<file path="src/sv/fra_pkg.sv">
// Package with the shared types and constants of the fenced ring allocator.
package fra_pkg;

  localparam int UNIT_W   = 32;
  localparam int OFFSET_W = 31;
  localparam int KIND_W   = 2;
  localparam int STATUS_W = 2;
  localparam int ALIGN_W  = 4;
  localparam int CFG_IDX_W = 1;
  localparam int CFG_DATA_W = 32;

  localparam logic [UNIT_W-1:0] RING_MAX = 32'h8000_0000;
  localparam logic [UNIT_W-1:0] RING_RESET = 32'd65536;
  localparam logic [ALIGN_W-1:0] ALIGN_RESET = 4'd8;

  localparam logic [KIND_W-1:0] KIND_BEGIN = 2'd0;
  localparam logic [KIND_W-1:0] KIND_END   = 2'd1;
  localparam logic [KIND_W-1:0] KIND_ALLOC = 2'd2;
  localparam logic [KIND_W-1:0] KIND_NOP   = 2'd3;

  localparam logic [STATUS_W-1:0] STATUS_OK         = 2'd0;
  localparam logic [STATUS_W-1:0] STATUS_NO_ROOM    = 2'd1;
  localparam logic [STATUS_W-1:0] STATUS_QUEUE_FULL = 2'd2;

  localparam logic [CFG_IDX_W-1:0] CFG_RING_SIZE  = 1'd0;
  localparam logic [CFG_IDX_W-1:0] CFG_ALIGN_LOG2 = 1'd1;

  typedef enum logic [2:0] {
    ST_IDLE,
    ST_EXEC,
    ST_SIZE,
    ST_COMMIT,
    ST_RETIRE,
    ST_FINISH
  } fra_state_t;

  typedef struct packed {
    logic clear;
    logic pop;
    logic push;
    logic merge;
  } fra_q_cmd_t;

endpackage

</file>
<file path="src/sv/fenced_ring_allocator.sv">
// Top level of the fenced ring allocator: control, ring arithmetic and output register.
// Begin frame and no operation pass through EXEC and FINISH; allocate through EXEC, SIZE,
// COMMIT, FINISH; end frame through EXEC, RETIRE and FINISH, retiring one entry per cycle
// as the queue cells shift toward the front. One item is in work at a time; the next
// transfer is taken in the cycle after the result is loaded into the output register.
// Synchronous reset sets ring_size 65536, align_log2 8, fence 0 and an empty queue.
module fenced_ring_allocator #(
  parameter int QUEUE_DEPTH = 8,
  parameter int FENCE_BITS = 48
) (
  input  logic                           clk,
  input  logic                           rst,
  input  logic                           in_valid,
  output logic                           in_stall,
  input  logic [fra_pkg::KIND_W-1:0]     kind,
  input  logic [fra_pkg::UNIT_W-1:0]     request_size,
  input  logic [FENCE_BITS-1:0]          completed_fence,
  output logic                           out_valid,
  input  logic                           out_stall,
  output logic [fra_pkg::STATUS_W-1:0]   status,
  output logic [fra_pkg::OFFSET_W-1:0]   alloc_offset,
  output logic [fra_pkg::UNIT_W-1:0]     free_units,
  output logic [FENCE_BITS-1:0]          frame_fence,
  input  logic                           cfg_valid,
  output logic                           cfg_ready,
  input  logic [fra_pkg::CFG_IDX_W-1:0]  cfg_index,
  input  logic [fra_pkg::CFG_DATA_W-1:0] cfg_data
);

  localparam int CNT_W = $clog2(QUEUE_DEPTH + 1);
  localparam int U = fra_pkg::UNIT_W;

  fra_pkg::fra_state_t state, state_next;

  logic [U-1:0]                  ring_size;
  logic [fra_pkg::ALIGN_W-1:0]   align_log2;
  logic [U-1:0]                  free_capacity;
  logic [fra_pkg::OFFSET_W-1:0]  head_offset;
  logic [FENCE_BITS-1:0]         frame_counter;

  logic [fra_pkg::KIND_W-1:0]    kind_w;
  logic [U-1:0]                  req_w;
  logic [FENCE_BITS-1:0]         done_w;
  logic [U-1:0]                  start_r;
  logic [U:0]                    total_r;
  logic [U:0]                    head_sum;
  logic                          room_bad;
  logic [fra_pkg::STATUS_W-1:0]  status_r;
  logic [fra_pkg::OFFSET_W-1:0]  offset_r;

  fra_pkg::fra_q_cmd_t           q_cmd;
  logic [CNT_W-1:0]              q_count;
  logic [FENCE_BITS-1:0]         q_front_fence;
  logic [U-1:0]                  q_front_units;
  logic [FENCE_BITS-1:0]         q_newest_fence;

  logic                          cfg_fire;
  logic                          in_fire;
  logic                          out_load;
  logic [U-1:0]                  amask;
  logic [U-1:0]                  left;
  logic                          wrap;
  logic [U-1:0]                  pad;
  logic                          need_push;
  logic                          queue_full;
  logic                          commit_ok;
  logic                          retire_hit;
  logic [U:0]                    head_wrapped;

  assign cfg_ready = !rst && (state == fra_pkg::ST_IDLE);
  assign cfg_fire  = cfg_valid && cfg_ready;
  assign in_fire   = in_valid && !in_stall;
  assign out_load  = (state == fra_pkg::ST_FINISH) && (!out_valid || !out_stall);

  assign amask = (U'(1) << align_log2) - U'(1);
  assign left  = ring_size - start_r;
  assign wrap  = req_w > left;
  assign pad   = wrap ? (ring_size - U'(head_offset)) : (start_r - U'(head_offset));

  assign need_push  = (q_count == '0) || (q_newest_fence < frame_counter);
  assign queue_full = q_count >= CNT_W'(QUEUE_DEPTH);
  assign commit_ok  = !room_bad && !(total_r > {1'b0, free_capacity}) &&
                      !(need_push && queue_full);
  assign retire_hit = (q_count != '0) && (q_front_fence < done_w);
  assign head_wrapped = (head_sum >= {1'b0, ring_size}) ? head_sum - {1'b0, ring_size}
                                                        : head_sum;

  always_ff @(posedge clk) begin
    if (rst) begin
      state <= fra_pkg::ST_IDLE;
    end else begin
      state <= state_next;
    end
  end

  always_comb begin
    state_next = state;
    case (state)
      fra_pkg::ST_IDLE: begin
        if (in_fire) begin
          state_next = fra_pkg::ST_EXEC;
        end
      end
      fra_pkg::ST_EXEC: begin
        case (kind_w)
          fra_pkg::KIND_END:   state_next = fra_pkg::ST_RETIRE;
          fra_pkg::KIND_ALLOC: state_next = fra_pkg::ST_SIZE;
          default:             state_next = fra_pkg::ST_FINISH;
        endcase
      end
      fra_pkg::ST_SIZE:   state_next = fra_pkg::ST_COMMIT;
      fra_pkg::ST_COMMIT: state_next = fra_pkg::ST_FINISH;
      fra_pkg::ST_RETIRE: begin
        if (!retire_hit) begin
          state_next = fra_pkg::ST_FINISH;
        end
      end
      fra_pkg::ST_FINISH: begin
        if (out_load) begin
          state_next = fra_pkg::ST_IDLE;
        end
      end
      default: state_next = fra_pkg::ST_IDLE;
    endcase
  end

  always_comb begin
    in_stall    = 1'b1;
    q_cmd.clear = cfg_fire && (cfg_index == fra_pkg::CFG_RING_SIZE);
    q_cmd.pop   = 1'b0;
    q_cmd.push  = 1'b0;
    q_cmd.merge = 1'b0;
    case (state)
      fra_pkg::ST_IDLE: in_stall = rst;
      fra_pkg::ST_COMMIT: begin
        q_cmd.push  = commit_ok && need_push;
        q_cmd.merge = commit_ok && !need_push;
      end
      fra_pkg::ST_RETIRE: q_cmd.pop = retire_hit;
      default: in_stall = 1'b1;
    endcase
  end

  always_ff @(posedge clk) begin
    if (rst) begin
      ring_size     <= fra_pkg::RING_RESET;
      align_log2    <= fra_pkg::ALIGN_RESET;
      free_capacity <= fra_pkg::RING_RESET;
      head_offset   <= '0;
      frame_counter <= '0;
    end else if (cfg_fire) begin
      case (cfg_index)
        fra_pkg::CFG_RING_SIZE: begin
          ring_size     <= (cfg_data > fra_pkg::RING_MAX) ? fra_pkg::RING_MAX : cfg_data;
          free_capacity <= (cfg_data > fra_pkg::RING_MAX) ? fra_pkg::RING_MAX : cfg_data;
          head_offset   <= '0;
        end
        fra_pkg::CFG_ALIGN_LOG2: align_log2 <= cfg_data[fra_pkg::ALIGN_W-1:0];
        default: align_log2 <= align_log2;
      endcase
    end else begin
      case (state)
        fra_pkg::ST_EXEC: begin
          if (kind_w == fra_pkg::KIND_BEGIN) begin
            frame_counter <= frame_counter + FENCE_BITS'(1);
          end
        end
        fra_pkg::ST_COMMIT: begin
          if (commit_ok) begin
            free_capacity <= free_capacity - total_r[U-1:0];
            head_offset   <= head_wrapped[fra_pkg::OFFSET_W-1:0];
          end
        end
        fra_pkg::ST_RETIRE: begin
          if (retire_hit) begin
            free_capacity <= free_capacity + q_front_units;
            if (q_count == CNT_W'(1)) begin
              head_offset <= '0;
            end
          end
        end
        default: head_offset <= head_offset;
      endcase
    end
  end

  always_ff @(posedge clk) begin
    if (in_fire) begin
      kind_w <= kind;
      req_w  <= request_size;
      done_w <= completed_fence;
    end
    case (state)
      fra_pkg::ST_EXEC: begin
        start_r  <= (U'(head_offset) + amask) & ~amask;
        status_r <= fra_pkg::STATUS_OK;
        offset_r <= '0;
      end
      fra_pkg::ST_SIZE: begin
        room_bad <= (free_capacity == '0) || (start_r >= ring_size);
        total_r  <= {1'b0, req_w} + {1'b0, pad};
        head_sum <= wrap ? ({1'b0, ring_size} + {1'b0, req_w})
                         : ({1'b0, start_r} + {1'b0, req_w});
        start_r  <= wrap ? '0 : start_r;
      end
      fra_pkg::ST_COMMIT: begin
        if (commit_ok) begin
          offset_r <= start_r[fra_pkg::OFFSET_W-1:0];
        end else if (room_bad || total_r > {1'b0, free_capacity}) begin
          status_r <= fra_pkg::STATUS_NO_ROOM;
        end else begin
          status_r <= fra_pkg::STATUS_QUEUE_FULL;
        end
      end
      default: start_r <= start_r;
    endcase
  end

  fra_queue #(
    .QUEUE_DEPTH(QUEUE_DEPTH),
    .FENCE_BITS(FENCE_BITS),
    .CNT_W(CNT_W)
  ) u_queue (
    .clk(clk),
    .rst(rst),
    .cmd(q_cmd),
    .push_fence(frame_counter),
    .add_units(total_r[U-1:0]),
    .count(q_count),
    .front_fence(q_front_fence),
    .front_units(q_front_units),
    .newest_fence(q_newest_fence)
  );

  always_ff @(posedge clk) begin
    if (rst) begin
      out_valid <= 1'b0;
    end else if (out_load) begin
      out_valid <= 1'b1;
    end else if (!out_stall) begin
      out_valid <= 1'b0;
    end
  end

  always_ff @(posedge clk) begin
    if (out_load) begin
      status       <= status_r;
      alloc_offset <= offset_r;
      free_units   <= free_capacity;
      frame_fence  <= frame_counter;
    end
  end

  a_count_bound: assert property (@(posedge clk) disable iff (rst)
    q_count <= CNT_W'(QUEUE_DEPTH))
    else $error("pending queue count above its depth");

  a_free_bound: assert property (@(posedge clk) disable iff (rst)
    free_capacity <= ring_size)
    else $error("free capacity above ring size");

  a_head_bound: assert property (@(posedge clk) disable iff (rst)
    (U'(head_offset) < ring_size) || (head_offset == '0))
    else $error("head offset outside the ring");

  a_accept_exec: assert property (@(posedge clk) disable iff (rst)
    in_fire |=> (state == fra_pkg::ST_EXEC))
    else $error("accepted transfer did not start execution");

endmodule

</file>
<file path="src/sv/fra_cell.sv">
// One cell of the pending queue chain: holds the fence and unit count of one entry.
module fra_cell #(
  parameter int FENCE_BITS = 48,
  parameter int CNT_W = 4,
  parameter int INDEX = 0
) (
  input  logic                      clk,
  input  fra_pkg::fra_q_cmd_t       cmd,
  input  logic [CNT_W-1:0]          count,
  input  logic [FENCE_BITS-1:0]     push_fence,
  input  logic [fra_pkg::UNIT_W-1:0] add_units,
  input  logic [FENCE_BITS-1:0]     next_fence,
  input  logic [fra_pkg::UNIT_W-1:0] next_units,
  output logic [FENCE_BITS-1:0]     fence,
  output logic [fra_pkg::UNIT_W-1:0] units
);

  always_ff @(posedge clk) begin
    if (cmd.pop) begin
      fence <= next_fence;
      units <= next_units;
    end else if (cmd.push && count == CNT_W'(INDEX)) begin
      fence <= push_fence;
      units <= add_units;
    end else if (cmd.merge && count == CNT_W'(INDEX + 1)) begin
      units <= units + add_units;
    end
  end

endmodule

</file>
<file path="src/sv/fra_queue.sv">
// Pending queue built as a row of cells that shift toward the front on retirement.
module fra_queue #(
  parameter int QUEUE_DEPTH = 8,
  parameter int FENCE_BITS = 48,
  parameter int CNT_W = 4
) (
  input  logic                       clk,
  input  logic                       rst,
  input  fra_pkg::fra_q_cmd_t        cmd,
  input  logic [FENCE_BITS-1:0]      push_fence,
  input  logic [fra_pkg::UNIT_W-1:0] add_units,
  output logic [CNT_W-1:0]           count,
  output logic [FENCE_BITS-1:0]      front_fence,
  output logic [fra_pkg::UNIT_W-1:0] front_units,
  output logic [FENCE_BITS-1:0]      newest_fence
);

  logic [FENCE_BITS-1:0]      fence_row [QUEUE_DEPTH];
  logic [fra_pkg::UNIT_W-1:0] units_row [QUEUE_DEPTH];
  logic [FENCE_BITS-1:0]      fence_in  [QUEUE_DEPTH];
  logic [fra_pkg::UNIT_W-1:0] units_in  [QUEUE_DEPTH];

  for (genvar i = 0; i < QUEUE_DEPTH; i++) begin : g_cell
    if (i == QUEUE_DEPTH - 1) begin : g_last
      assign fence_in[i] = '0;
      assign units_in[i] = '0;
    end else begin : g_mid
      assign fence_in[i] = fence_row[i+1];
      assign units_in[i] = units_row[i+1];
    end

    fra_cell #(
      .FENCE_BITS(FENCE_BITS),
      .CNT_W(CNT_W),
      .INDEX(i)
    ) u_cell (
      .clk(clk),
      .cmd(cmd),
      .count(count),
      .push_fence(push_fence),
      .add_units(add_units),
      .next_fence(fence_in[i]),
      .next_units(units_in[i]),
      .fence(fence_row[i]),
      .units(units_row[i])
    );
  end

  assign front_fence = fence_row[0];
  assign front_units = units_row[0];

  always_ff @(posedge clk) begin
    if (rst) begin
      count <= '0;
    end else if (cmd.clear) begin
      count <= '0;
    end else if (cmd.pop) begin
      count <= count - CNT_W'(1);
    end else if (cmd.push) begin
      count <= count + CNT_W'(1);
    end
  end

  always_ff @(posedge clk) begin
    if (cmd.push) begin
      newest_fence <= push_fence;
    end
  end

endmodule
</file>
<file path="config.mk">
export PLATFORM = sky130hd
export DESIGN_NAME = fenced_ring_allocator
export DESIGN_NICKNAME = d
export VERILOG_FILES = /design/src/sv/fra_pkg.sv /design/src/sv/fenced_ring_allocator.sv /design/src/sv/fra_cell.sv /design/src/sv/fra_queue.sv
export SDC_FILE = /design/constraint.sdc
export NUM_CORES = 2
export LEC_CHECK = 0
export ABC_CLOCK_PERIOD_IN_PS = 16059
export BUFFER_PORTS_ARGS = -buffer_cell sky130_fd_sc_hd__buf_2
export CAP_MARGIN = 40
export CORE_ASPECT_RATIO = 1.4
export CORE_MARGIN = 2
export CORE_UTILIZATION = 41
export CTS_CLUSTER_SIZE = 25
export DETAILED_ROUTE_END_ITERATION = 8
export PLACE_DENSITY = 0.68
export SLEW_MARGIN = 10
export SYNTH_ARGS = -nofsm -noshare
export SYNTH_HDL_FRONTEND = slang
export SYNTH_SLANG_ARGS = --single-unit
</file>
<file path="constraint.sdc">
create_clock -name clk -period 16.06 [get_ports clk]
set_input_delay 1.606 -clock clk [delete_from_list [all_inputs] [get_ports clk]]
set_output_delay 1.606 -clock clk [all_outputs]
set_load 0.03 [all_outputs]
</file>
==> out/results.txt <==
Core ar. = 0.177 mm^2
Vias = 59600
CP arrival = 12.58 ns
Initial antenna violation count = 17
Via-per-instance ratio = 5.90
Hold slack = 0.420 ns
Share of cells above drive strength 1 = 0.0847
Clk_skew = 0.0602 ns
Lkg Pwr = 34.7 nW
Buffers on Ports = 235
RSZ-0062 raised after global routing = false
Path type of the worst setup path = reg2reg
YS warnings = 0
Final core occ = 0.459
Routed len/inst = 22.8 um
Cell taking the most area after synthesis = edfxtp_1
Sequential area share after synthesis = 0.449
Finished Layout Cells = 10100
Filler instances = 16500
Iter 0 DRT Violations = 5438
Area after DPL = 0.0774 mm^2
Clk_lat worst skew = 0.82 ns
CP endpoint = total_r[30]
Synth Instances = 7489
Pwr per Cell Area = 98.7 mW/mm^2
Clock slew at the register clock pins of the worst setup and hold paths = 0.07 ns
Critical path capture point type = flop
First-pass GRT wire length = 347000 um
Final Cycle Share = 0.748
Drt drc = 0
Synth Flop Type = edfxtp_1
Final Hold Fails = 0
Max-cap violations = 0
Global router's overall resource usage = 0.247
Die Wd = 361 um
Setup TNS = 0 ns
Critical Path Source = start_r[0]
TritonCTS clock tree = yes
Max Slew Vio Count = 0
Largest net degree at the start of global routing = 189
Clock buffer depth = 3
Reg2reg setup slack = 4.04 ns
Synth Cell Area = 0.0731 mm^2
Seq cells post-synth = 1170
Std-Cell Rows = 183
Fraction of registers with async set/reset = 0
Slew @ Worst Pin = 1.03 ns
Starting Density = 0.412
CP max FO = 60
R2r endpoint = total_r[30]
FF-to-FF path depth = 49
Yosys top cell area share = 0.384
Cts repair resizes = 0
Setup bufs post-CTS = 0
Vias in the first global route = 58100
Number of I/O pins = 236
Detail Route Antenna Nets = 0
Die area = 0.182 mm^2
CP max stage delay = 0.49 ns
Final Cell Area = 0.0815 mm^2
Critical path's slowest cell = a2111o_1
Layout Nets = 8452
Placed cell count = 9867
Chip Height = 504 um
Min Tclk post-route = 12.02 ns
CTS root buf = clkbuf_16
CP Data Required Time = 16.62 ns
H-tree depth = 3
Synth unique cells = 94
F_max = 83.2 MHz
Avg Cell Area, Syn = 9.76 um^2
WL final = 230000 um
Finish-stage setup viols = 0
Post-synth EDFFs = 935
Reg2reg start = start_r[0]
Grt ovf = 0
Post-CTS Hold Fix Bufs = 0
Status = finished clean
Max VDD drop = 0.0940 mV
CP startpoint kind = flop
Detail Placement HPWL = 170000 um
Min-Delay Path Class = reg2reg
Clk sinks = 1170
Syn-to-layout area delta = 11.5%
Final GP Congestion = 0.952
Headroom to the max-slew limit = 0.315
CP most frequent cell = a21oi_1
First-pass iteration count of the detailed router = 6
Area contributors post-synth = edfxtp_1 (38%), ha_1 (11%), dfxtp_1 (6.4%)
CTS Buf Count = 119
==> worst min path at each step <==
stage,end,from,cells after the start,slack [ns]
detailed placement,alloc_offset[1],offset_r[1],0,0.40
floorplan,alloc_offset[0],offset_r[0],0,0.40
finish,alloc_offset[5],offset_r[5],0,0.42
CTS,alloc_offset[1],offset_r[1],0,0.42
global route,alloc_offset[15],offset_r[15],0,0.43
global placement,alloc_offset[1],offset_r[1],0,0.40
==> cells by family after synthesis <==
kind of cell    Yosys count  share of synthesized area
xor+xnor                436                     0.0523
flops                  1170                      0.449
other cells               1                  0.0000513
compound gates         2370                      0.209
buf+inv                 692                     0.0366
simple gates           2144                      0.137
mux                      21                    0.00301
fa+ha+maj               655                      0.114
==> flip-flops by register name (all words and copies together), names as in the netlist, 31 cells and up <==
signal,cells
frame_counter,48
u_queue.g_cell.u_cell.fence,384
start_r,32
alloc_offset,31
req_w,32
free_capacity,32
head_sum,33
u_queue.newest_fence,48
free_units,32
frame_fence,48
offset_r,31
total_r,33
head_offset,31
done_w,48
u_queue.g_cell.u_cell.units,256
ring_size,32
==> cells in the final DEF, fill, tap and decap left out, drive strengths merged, types with 170 or more instances in the layout <==
master,count
a21oi,715
ha,640
nor2,653
inv,391
nor3,170
edfxtp,935
xnor2,283
buf,358
a21o,596
o21ai,382
nand2,643
dfxtp,235
==> layer usage <==
metal / up-vias / GRT usage / wire (um)
met5: - / 0 / 57
met4: 8 / 0.126 / 12200
met3: 528 / 0.0352 / 14800
met2: 2127 / 0.427 / 111000
met1: 28900 / 0.300 / 92300
li1: 28000 / - / -
==> area by class of cell <==
type | count | area (um^2) | share of cell area
multi-input cells | 5637 | 37900 | 0.465
flip-flops and latches | 1170 | 32800 | 0.402
clock buffers | 154 | 3290 | 0.0404
well taps | 2312 | 2890 | 0.0355
repair buffers | 360 | 2320 | 0.0285
inverters | 389 | 1460 | 0.0179
clock inverters | 74 | 815 | 0.0100
diodes | 4 | 10.0 | 0.000123
==> power by group <==
| group | switching [mW] | internal, mW | leakage, nW |
|---|---|---|---|
| clock network | 1.32 | 1.61 | 1.99 |
| registers | 0.0537 | 3.38 | 10.5 |
| logic | 1.01 | 0.670 | 22.2 |
| total | 2.39 | 5.66 | 34.7 |
==> worst max-delay path, delay by kind of cell, from the launching register on <==
| kind | cells | cell delay, ns |
|---|---|---|
| AO/OA/AOI/OAI | 30 | 7.38 |
| adder cells (fa/ha/maj) | 6 | 1.71 |
| AND/OR/NAND/NOR | 7 | 1.38 |
| buffers and inverters | 3 | 0.43 |
| flip-flops | 1 | 0.39 |
| XOR/XNOR | 2 | 0.30 |
| multiplexers | 1 | 0.16 |
==> cell usage after synthesis (all sizes together), types with 12 or more instances <==
| cell type | instances |
|---|---|
| mux2i | 16 |
| o21ai | 382 |
| a211oi | 79 |
| a21boi | 22 |
| a221oi | 27 |
| nand2b | 65 |
| a32oi | 28 |
| and2 | 22 |
| edfxtp | 935 |
| nand3 | 143 |
| a221o | 14 |
| and4 | 14 |
| or4 | 12 |
| o21bai | 75 |
| xor2 | 153 |
| o21a | 58 |
| or2 | 23 |
| xnor2 | 283 |
| o22ai | 19 |
| nor3b | 23 |
| o31ai | 33 |
| fa | 15 |
| clkbuf | 256 |
| ha | 640 |
| nor3 | 170 |
| o211ai | 24 |
| or3 | 78 |
| nor4 | 47 |
| and3 | 51 |
| a22o | 20 |
| nor2b | 74 |
| a21oi | 715 |
| a41oi | 17 |
| nor2 | 653 |
| a31oi | 104 |
| buf | 47 |
| a22oi | 29 |
| inv | 387 |
| nand4 | 87 |
| nand2 | 643 |
| a21o | 596 |
| a2111oi | 14 |
| dfxtp | 235 |
| a211o | 20 |
==> stage by stage <==
stage               total power [mW]  setup WS (ns)
finish                          8.05           4.04
global route                    8.38           3.17
CTS                             8.08           4.14
detailed placement              5.14           4.15
global placement                5.11           4.21
floorplan                       4.70           6.17
Note: power is estimated with default switching activity, not from simulation.
